<file path="config.mk">
export PLATFORM = sky130hd
export DESIGN_NAME = background_gradient_vignette_top
export DESIGN_NICKNAME = d
export VERILOG_FILES = /design/src/hdl/bgv_pkg.sv /design/src/hdl/background_gradient_vignette_top.sv
export SDC_FILE = /design/constraint.sdc
export NUM_CORES = 2
export LEC_CHECK = 0
export BUFFER_PORTS_ARGS = -buffer_cell sky130_fd_sc_hd__buf_2
export CORE_ASPECT_RATIO = 1.25
export CORE_UTILIZATION = 58
export CTS_CLUSTER_SIZE = 28
export DETAILED_ROUTE_END_ITERATION = 7
export PLACE_DENSITY = 0.83
export RECOVER_POWER = 50
export SYNTH_ARGS = -nofsm -noshare
export SYNTH_HDL_FRONTEND = slang
export SYNTH_SLANG_ARGS = --single-unit
</file>
<file path="constraint.sdc">
create_clock -name clk_i -period 10.3 [get_ports clk_i]
set_input_delay 1.03 -clock clk_i [delete_from_list [all_inputs] [get_ports clk_i]]
set_output_delay 1.03 -clock clk_i [all_outputs]
set_load 0.05 [all_outputs]
</file>
<file path="src/hdl/bgv_pkg.sv">
`default_nettype none
package bgv_pkg;

  localparam int unsigned MAX_DIM   = 4096;
  localparam int unsigned CfgW      = 13;
  localparam int unsigned CoordW    = 12;
  localparam int unsigned RgbW      = 24;
  localparam int unsigned NumW      = 20;
  localparam int unsigned DivW      = 14;
  localparam int unsigned QuoW      = 7;
  localparam int unsigned NumDiv    = 6;
  localparam int unsigned InDataW   = 48;
  localparam int unsigned OutDataW  = 32;

  localparam logic [1:0] RegWidth  = 2'd0;
  localparam logic [1:0] RegHeight = 2'd1;
  localparam logic [1:0] RegMode   = 2'd2;

  localparam logic [1:0] ModeGrad  = 2'd0;
  localparam logic [1:0] ModeBoth  = 2'd1;

  localparam int unsigned DivRx = 0;
  localparam int unsigned DivRy = 1;
  localparam int unsigned DivG  = 2;
  localparam int unsigned DivB  = 3;
  localparam int unsigned DivV  = 4;
  localparam int unsigned DivVg = 5;

  typedef struct packed {
    logic [CoordW-1:0]                pos_x;
    logic [CoordW-1:0]                pos_y;
    logic [RgbW-1:0]                  pixel_rgb;
    logic                             in_frame;
    logic [NumDiv-1:0][NumW-1:0]      rem;
    logic [NumDiv-1:0][QuoW-1:0]      quo;
  } bgv_item_t;

  function automatic logic [7:0] sub_sat(input logic [7:0] a, input logic [7:0] b);
    return (a > b) ? 8'(a - b) : 8'd0;
  endfunction

endpackage
`default_nettype wire

</file>
<file path="src/hdl/background_gradient_vignette_top.sv">
// Channel  | Handshake                  | Payload
// ---------+----------------------------+---------------------------------------------
// in       | s_axis_tvalid/tready       | tdata: pos_x[11:0] pos_y[23:12] pixel_rgb[47:24]
// out      | m_axis_tvalid/tready       | tdata: out_rgb[23:0] in_frame[24], zeros above
// config   | cfg_we_i                   | cfg_idx_i, cfg_data_i (width, height, mode)
//
// One word per clock while the output is not stalled; the pipeline is an operand stage, seven
// restoring compare-subtract stages shared by six parallel dividers (one
// quotient bit each), and the output register.
// Reset clears valid bits and loads width 1024, height 768, mode 1.
// A stall at the output holds each occupied stage; bubbles still close up.
`default_nettype none
module background_gradient_vignette_top
  import bgv_pkg::*;
(
  input  wire logic                clk_i,
  input  wire logic                rst_ni,
  input  wire logic                cfg_we_i,
  input  wire logic [1:0]          cfg_idx_i,
  input  wire logic [CfgW-1:0]     cfg_data_i,
  input  wire logic                s_axis_tvalid,
  output      logic                s_axis_tready,
  input  wire logic [InDataW-1:0]  s_axis_tdata,   // pos_x, pos_y, pixel_rgb
  output      logic                m_axis_tvalid,
  input  wire logic                m_axis_tready,
  output      logic [OutDataW-1:0] m_axis_tdata    // out_rgb, in_frame, zero pad
);

  localparam int unsigned NumSt = QuoW + 2;

  logic [CfgW-1:0] width_q, height_q;
  logic [1:0]      mode_q;

  always_ff @(posedge clk_i or negedge rst_ni) begin
    if (!rst_ni) begin
      width_q  <= CfgW'(1024);
      height_q <= CfgW'(768);
      mode_q   <= ModeBoth;
    end else if (cfg_we_i) begin
      case (cfg_idx_i)
        RegWidth:  width_q  <= cfg_data_i;
        RegHeight: height_q <= cfg_data_i;
        RegMode:   mode_q   <= cfg_data_i[1:0];
        default: ;
      endcase
    end
  end

  logic [CfgW-1:0] w, h, cw, ch;
  logic [DivW-1:0] vig_div;
  logic            vig_zero;
  logic [NumDiv-1:0][DivW-1:0] dsr;

  always_comb begin
    w = (width_q  > CfgW'(MAX_DIM)) ? CfgW'(MAX_DIM) : width_q;
    h = (height_q > CfgW'(MAX_DIM)) ? CfgW'(MAX_DIM) : height_q;
    cw = w >> 1;
    ch = h >> 1;
    vig_div = DivW'(cw) + DivW'(ch);
    vig_zero = (vig_div == '0);
    dsr[DivRx] = DivW'(w);
    dsr[DivRy] = DivW'(h);
    dsr[DivG]  = DivW'(h);
    dsr[DivB]  = DivW'(w) + DivW'(h);
    dsr[DivV]  = DivW'(w) + DivW'(h);
    dsr[DivVg] = vig_div;
  end

  logic [NumSt-1:0] vld_q;
  logic [NumSt-1:0] rdy;
  bgv_item_t        st_q [QuoW+1];
  logic [OutDataW-1:0] out_q;

  always_comb begin
    rdy[NumSt-1] = !vld_q[NumSt-1] || m_axis_tready;
    for (int k = NumSt - 2; k >= 0; k--) rdy[k] = !vld_q[k] || rdy[k+1];
  end
  assign s_axis_tready = rdy[0];
  assign m_axis_tvalid = vld_q[NumSt-1];
  assign m_axis_tdata  = out_q;

  always_ff @(posedge clk_i or negedge rst_ni) begin
    if (!rst_ni) begin
      vld_q <= '0;
    end else begin
      if (rdy[0]) vld_q[0] <= s_axis_tvalid;
      for (int k = 1; k < NumSt; k++) begin
        if (rdy[k]) vld_q[k] <= vld_q[k-1];
      end
    end
  end

  // operand stage
  bgv_item_t s0_d;
  logic [CoordW-1:0] in_x, in_y;
  logic [CfgW-1:0]   dx, dy;
  logic [DivW-1:0]   man_dist;
  logic [CfgW-1:0]   sxy;

  always_comb begin
    in_x = s_axis_tdata[CoordW-1:0];
    in_y = s_axis_tdata[2*CoordW-1:CoordW];
    dx = (CfgW'(in_x) > cw) ? CfgW'(CfgW'(in_x) - cw) : CfgW'(cw - CfgW'(in_x));
    dy = (CfgW'(in_y) > ch) ? CfgW'(CfgW'(in_y) - ch) : CfgW'(ch - CfgW'(in_y));
    man_dist = DivW'(dx) + DivW'(dy);
    sxy  = CfgW'(in_x) + CfgW'(in_y);
    s0_d.pos_x     = in_x;
    s0_d.pos_y     = in_y;
    s0_d.pixel_rgb = s_axis_tdata[InDataW-1:2*CoordW];
    s0_d.in_frame  = (CfgW'(in_x) < w) && (CfgW'(in_y) < h);
    s0_d.rem[DivRx] = NumW'(in_x) * NumW'(28);
    s0_d.rem[DivRy] = NumW'(in_y) * NumW'(10);
    s0_d.rem[DivG]  = NumW'(in_y) * NumW'(92);
    s0_d.rem[DivB]  = NumW'(sxy)  * NumW'(120);
    s0_d.rem[DivV]  = NumW'(man_dist) * NumW'(56);
    s0_d.rem[DivVg] = NumW'(man_dist) * NumW'(48);
    s0_d.quo = '0;
  end

  always_ff @(posedge clk_i) begin
    if (rdy[0]) st_q[0] <= s0_d;
  end

  // one quotient bit per stage, most significant first
  for (genvar k = 1; k <= QuoW; k++) begin : g_div
    localparam int unsigned Bit = QuoW - k;
    bgv_item_t   div_d;
    logic [NumW:0] trial [NumDiv];
    always_comb begin
      div_d = st_q[k-1];
      for (int j = 0; j < NumDiv; j++) begin
        trial[j] = (NumW+1)'(dsr[j]) << Bit;
        if ({1'b0, div_d.rem[j]} >= trial[j]) begin
          div_d.rem[j]      = NumW'(div_d.rem[j] - trial[j][NumW-1:0]);
          div_d.quo[j][Bit] = 1'b1;
        end
      end
    end
    always_ff @(posedge clk_i) begin
      if (rdy[k]) st_q[k] <= div_d;
    end
  end

  // colour assembly
  bgv_item_t fin;
  logic [7:0] r, g, b, v, dark, gr, gg, gb, sr, sg, sb;
  logic [OutDataW-1:0] out_d;

  always_comb begin
    fin = st_q[QuoW];
    r = 8'd12 + 8'(fin.quo[DivRx]) + 8'(fin.quo[DivRy]);
    g = 8'd24 + 8'(fin.quo[DivG]);
    b = 8'd40 + 8'(fin.quo[DivB]);
    v = (8'(fin.quo[DivV]) > 8'd56) ? 8'd56 : 8'(fin.quo[DivV]);
    gr = sub_sat(r, v);
    gg = sub_sat(g, v);
    gb = sub_sat(b, v >> 1);
    dark = vig_zero ? 8'd0 : 8'(fin.quo[DivVg]);
    if (mode_q == ModeBoth) begin
      sr = gr; sg = gg; sb = gb;
    end else begin
      sr = fin.pixel_rgb[23:16];
      sg = fin.pixel_rgb[15:8];
      sb = fin.pixel_rgb[7:0];
    end
    out_d = '0;
    if (!fin.in_frame) begin
      out_d[RgbW-1:0] = fin.pixel_rgb;
    end else if (mode_q == ModeGrad) begin
      out_d[RgbW-1:0] = {gr, gg, gb};
      out_d[RgbW]     = 1'b1;
    end else begin
      out_d[RgbW-1:0] = {sub_sat(sr, dark), sub_sat(sg, dark), sub_sat(sb, dark)};
      out_d[RgbW]     = 1'b1;
    end
  end

  always_ff @(posedge clk_i) begin
    if (rdy[NumSt-1]) out_q <= out_d;
  end

endmodule
`default_nettype wire

</file>
# == Word level (Yosys, flattened, before mapping) ==
# Memory sizes are Yosys's and may differ from the RTL's.
# Index checks and enable logic that the tools add are counted.
# word_totals
out_inout_bits,34
elab_cells,281
mem_count,1
reg_bits,62
mem_bits_rw,1688
inputBits,68
# op_classes
addsub,60
n_reduce_logical,25
n_mux,117
mul,6
n_lt_le_gt_ge,55
n_eq_ne,3
# mem_list
memory,words,width,rd,rd_ports_with_merged_regs,write_ports,line,rtl
st_q,8,211,8,0,8,background_gradient_vignette_top.sv:71,bgv_item_t st_q [QuoW+1];
# ops
cell,n
20-bit 2-to-1 mux,42
20-bit by 14-bit greater-or-equal comparator with 1-bit output,6
20-bit by 15-bit greater-or-equal comparator with 1-bit output,6
20-bit by 16-bit greater-or-equal comparator with 1-bit output,6
20-bit by 17-bit greater-or-equal comparator with 1-bit output,6
20-bit by 18-bit greater-or-equal comparator with 1-bit output,6
20-bit by 19-bit greater-or-equal comparator with 1-bit output,6
20-bit by 14-bit subtractor with 20-bit output,6
20-bit by 15-bit subtractor with 20-bit output,6
20-bit by 16-bit subtractor with 20-bit output,6
20-bit by 17-bit subtractor with 20-bit output,6
20-bit by 18-bit subtractor with 20-bit output,6
20-bit by 19-bit subtractor with 20-bit output,6
20-bit by 13-bit greater-or-equal comparator with 1-bit output,4
20-bit by 13-bit subtractor with 20-bit output,4
8-bit 2-to-1 mux,9
1-bit 2-to-1 mux,58
13-bit 2-to-1 mux,4
12-bit by 12-bit subtractor with 13-bit output,4
24-bit 2-to-1 mux,2
20-bit greater-or-equal comparator,2
8-bit by 7-bit > comparator with 1-bit output,5
20-bit subtractor,2
8-bit by 7-bit subtractor with 8-bit output,5
other kinds (26),53

# == Longest topological paths before layout ==
# depth
word_depth,12
depth_mapped,33
mapped_depth_nobuf,30

# == Worst setup path after synthesis ==
# OpenSTA, ideal clock, no wires.
# synth_path
path_kind,input to register
startpoint,input port m_axis_tready
endpoint,"memory st_q[0][100] in the netlist's numbering, enable pin"
required_time_ps,8797
cell_stages,6
path_buffers,0
arrival_time_ps,9221
slack_ps,-424
setup_ps,1503
path_cell_list,nor2b_1 and2_1 and3_1 nand3_1 nor2_1 nand3_1
# synth_rtl
element,line,rtl
"start, declared",background_gradient_vignette_top.sv:25,"input wire logic m_axis_tready,"
"end, declared",background_gradient_vignette_top.sv:71,

# == Final worst setup path ==
# layout_path
startpoint,register height_q[12]
endpoint,register out_q[0] (netlist: m_axis_tdata[0]) (data pin)
# layout_via
elab_chain_cells,9
elab_cells_between_ends,10
cone_classes,add/sub: 2; order compare: 2; mux: 5; reduce/logical: 1
# layout_rtl
element,line,rtl
"start, declared",background_gradient_vignette_top.sv:31,"logic [CfgW-1:0] width_q, height_q;"
"start signal, assigned",background_gradient_vignette_top.sv:37,height_q <= CfgW'(768);
"start signal, assigned",background_gradient_vignette_top.sv:42,RegHeight: height_q <= cfg_data_i;
13-bit > comparator,background_gradient_vignette_top.sv:56,h = (height_q > CfgW'(MAX_DIM)) ? CfgW'(MAX_DIM) : height_q;
13-bit 2-to-1 mux *,background_gradient_vignette_top.sv:56,
12-bit by 12-bit adder with 13-bit output *,background_gradient_vignette_top.sv:59,vig_div = DivW'(cw) + DivW'(ch);
14-bit logical NOT *,background_gradient_vignette_top.sv:60,vig_zero = (vig_div == '0);
7-bit 2-to-1 mux *,background_gradient_vignette_top.sv:158,dark = vig_zero ? 8'd0 : 8'(fin.quo[DivVg]);
8-bit by 7-bit subtractor with 8-bit output / 8-bit by 7-bit > comparator with 1-bit output (equally long branches),bgv_pkg.sv:39,return (a > b) ? 8'(a - b) : 8'd0;
8-bit 2-to-1 mux *,bgv_pkg.sv:39,
24-bit 2-to-1 mux *,background_gradient_vignette_top.sv:169,end else if (mode_q == ModeGrad) begin
24-bit 2-to-1 mux *,background_gradient_vignette_top.sv:167,if (!fin.in_frame) begin
named net out_d[0],background_gradient_vignette_top.sv:147,logic [OutDataW-1:0] out_d;
"end signal, assigned",background_gradient_vignette_top.sv:179,if (rdy[NumSt-1]) out_q <= out_d;
"end, declared",background_gradient_vignette_top.sv:72,logic [OutDataW-1:0] out_q;
# Mark *: on every way through the listed nets, which the timed path passes. The rest lies on a longest branch.
# A chain may end at the register's enable or synchronous reset.

==> summary.txt <==
Clock tree
  • CTS clk-pin slew, worst paths: about 0.070 ns
  • Post-CTS Hold Fix Bufs: 0
  • Post-CTS Setup Bufs: 0
  • CTS sink count: between 1000 and 1500
  • TritonCTS clock tree: yes
  • Worst-skew pair later-pin latency: slightly below 0.8 ns
  • Post-CTS resize count: 0
  • CTS HTree Levels: 3
  • Bufs on Longest Clock Path: 3
  • CTS Buf Count: 114
  • CTS root buffer: clkbuf_16

Yosys
  • Adder-cell share of the synthesized area: 0.163
  • Main synth FF type: edfxtp_1
  • Synth Area in Simple Gates: 0.119
  • Cell area after synthesis: around 77000 um2
  • Synth Area in Compound Gates: 0.146
  • #FFs+latches synth: approximately 1200
  • Post-synth top area share: 0.440
  • Post-Syn Instances: 7148
  • Avg Inst Size Synth: about 11 um2
  • Synth cell types: 94
  • Synth area leaders: edfxtp_1 (44%), ha_1 (13%), xnor2_1 (4.1%), a21oi_1 (4.0%), fa_1 (2.9%)
  • Seq/Total Area, Yosys: 0.452
  • Post-synth EDFFs: 1124
  • Synth Area in XOR/XNOR: 0.0632
  • Async SR Flop Fraction: 0.0319
  • Largest family of logic cells by synthesized area: adder cells
  • Yosys warns: 0
  • Area leader, netlist: edfxtp_1
  • Post-synthesis mux area share: 0.0261

Setup path
  • Worst path bufs/invs: 4
  • Most used cell, CP: o21ai_0
  • Crit path max-delay family: compound AO/OA/AOI/OAI gates
  • Critical path startpoint category: flip-flop
  • Critical path data required time: 10.87 ns
  • Max stage delay on crit path: 1.05 ns
  • Critical path class: reg -> reg
  • Critical Path Slowest Stage Cell: clkbuf_1
  • Critical Path End Type: flip-flop
  • Crit Path Max Fanout: 19
  • Critical Path AT: 9.58 ns

Die
  • Row Count: 148
  • Starting density of the core: 0.587
  • Die Ht: 409 um
  • Full die area: 134000 um2
  • Core box area: 131000 um2
  • # IOs: 102
  • Die Width: 327 um

Route
  • Wire per inst: 20.6 um
  • Via count: around 56000
  • DR iter-0 viols: 4135
  • Via/cell ratio: ~6.1
  • DRC viols: 0
  • Routed Antenna Nets: 0
  • Final wirelength: 189 mm
  • DR pass1 iterations: 6

Final layout
  • Fraction of layout cells with a size suffix above 1: 0.0728
  • Most frequent cells in the layout: edfxtp_1 (1124), ha_1 (820), a21oi_1 (615), nor2_1 (567), inv_1 (483)
  • Diodes inserted: 0
  • P&R area growth vs syn: 8.60%
  • Final Net Count: 8322
  • Commonest non-fill, non-tap cell in the layout: edfxtp_1

Timing
  • RSZ-0062 raised after global routing: no
  • Tmin final: 9.01 ns
  • Final setup TNS: 0 ns
  • Endpoints failing setup: 0
  • Maximum clock rate: between 100 and 150 MHz
  • Max-slew violations: between 700 and 800
  • Final Skew: 0.0559 ns
  • Period utilization: 0.875
  • Max-slew headroom: -1.87
  • Worst Tran Pin Value: about 4.3 ns
  • Setup WS post-layout: 1.29 ns
  • Final Hold Violating Endpoints: 0

Placed design
  • Placer Congestion: a little under 1
  • DP Worst Slack: ~2.1 ns
  • HPWL Detailed: between 100 and 150 mm
  • I/O Buffers: 94

Outcome
  • Status: finished, violations left
  • Violated checks: max-capacitance violations, max-slew violations

Global routing
  • GRT Total Usage: 0.280
  • GR Overflow Total: 0
  • Largest net degree at the start of global routing: between 80 and 90
  • Initial antenna violation count: 4
  • First-pass GRT wire length: 295 mm
  • Vias in the first global route: around 56000

Job
  • Max-Cap Viols: 15

Worst hold path
  • Hold Crit Class: reg -> reg
## path summary, 6_finish.rpt
path | end | start | slack, ns | cells past startpoint
max reg2reg | m_axis_tdata[0]$_DFFE_PP_ | height_q[12]$_DFFE_PN0P_ | 1.29 | 26
min | st_q[0][428]$_DFFE_PP_ | st_q[0][217]$_DFFE_PP_ | 0.40 | 0
min in group asynchronous | vld_q[7]$_DFFE_PN0P_ | rst_ni | 0.88 | 1
max | m_axis_tdata[0]$_DFFE_PP_ | height_q[12]$_DFFE_PN0P_ | 1.29 | 26
min reg2reg | st_q[0][428]$_DFFE_PP_ | st_q[0][217]$_DFFE_PP_ | 0.40 | 0
max in group asynchronous | height_q[0]$_DFFE_PN0P_ | rst_ni | 8.13 | 1
## cell usage after synthesis, types with 59 or more instances
library cell / instances
o21a_1: 86
clkbuf_1: 96
nor4_1: 59
fa_1: 113
a21oi_1: 618
xnor2_1: 355
o21ai_0: 439
mux2_2: 150
nand4_1: 93
xor2_1: 199
nand2b_1: 99
edfxtp_1: 1124
a21boi_0: 72
ha_1: 820
nand2_1: 469
inv_1: 486
nand3_1: 98
nor2b_1: 116
a21o_1: 207
nor3_1: 140
nor2_1: 567
o21bai_1: 73
## stage by stage
step           utilization  cell area [um2]  hold WS (ns)  std cells
2_1_floorplan            -            76800         0.400       7156
3_3_place_gp         0.610            79700         0.400       8930
3_5_place_dp         0.610            79700         0.405       8930
4_1_cts              0.638            83500         0.351       9143
5_1_grt              0.637            83300         0.411       9143
6_report             0.637            83300         0.399       9143
## sequential cells by signal (all words and copies together), names as in the netlist
name          count
m_axis_tdata     25
st_q           1099
vld_q             9
height_q         13
mode_q            2
width_q          13
## per-layer routing
metal / up-vias / part of all wire / track usage
met1: 26800 / 0.39 / 0.332
met5: - / 0.00018 / 0
met3: 531 / 0.064 / 0.0367
met2: 2136 / 0.49 / 0.490
met4: 6 / 0.058 / 0.156
li1: 26700 / - / -
## layout make-up
cell class | instances | area (um2)
Clock buffer | 132 | 2940
Clock inverter | 81 | 788
Fill cell | 9999 | 47400
Inverter | 488 | 1840
Multi-Input combinational cell | 5385 | 40000
Sequential cell | 1161 | 34700
Tap cell | 1725 | 2160
Timing Repair Buffer | 171 | 955
## logic make-up after synthesis
logic type	after synthesis
fa+ha+maj	933
other cells	2
mux	181
compound gates	1816
simple gates	1891
xor+xnor	554
buf+inv	610
flops	1161
## worst reg2reg max path, delay by kind of cell, from the launching register on
family / cells / cell delay [ns]
AOI/OAI and AO/OA: 10 / 2.53
adders and majority gates: 4 / 1.75
and+or+nand+nor: 8 / 1.82
buffers and inverters: 4 / 2.33
DFF: 1 / 0.45
Power is not shown: default switching activity piles up to over one toggle a cycle in this logic, so the estimate is an artifact.
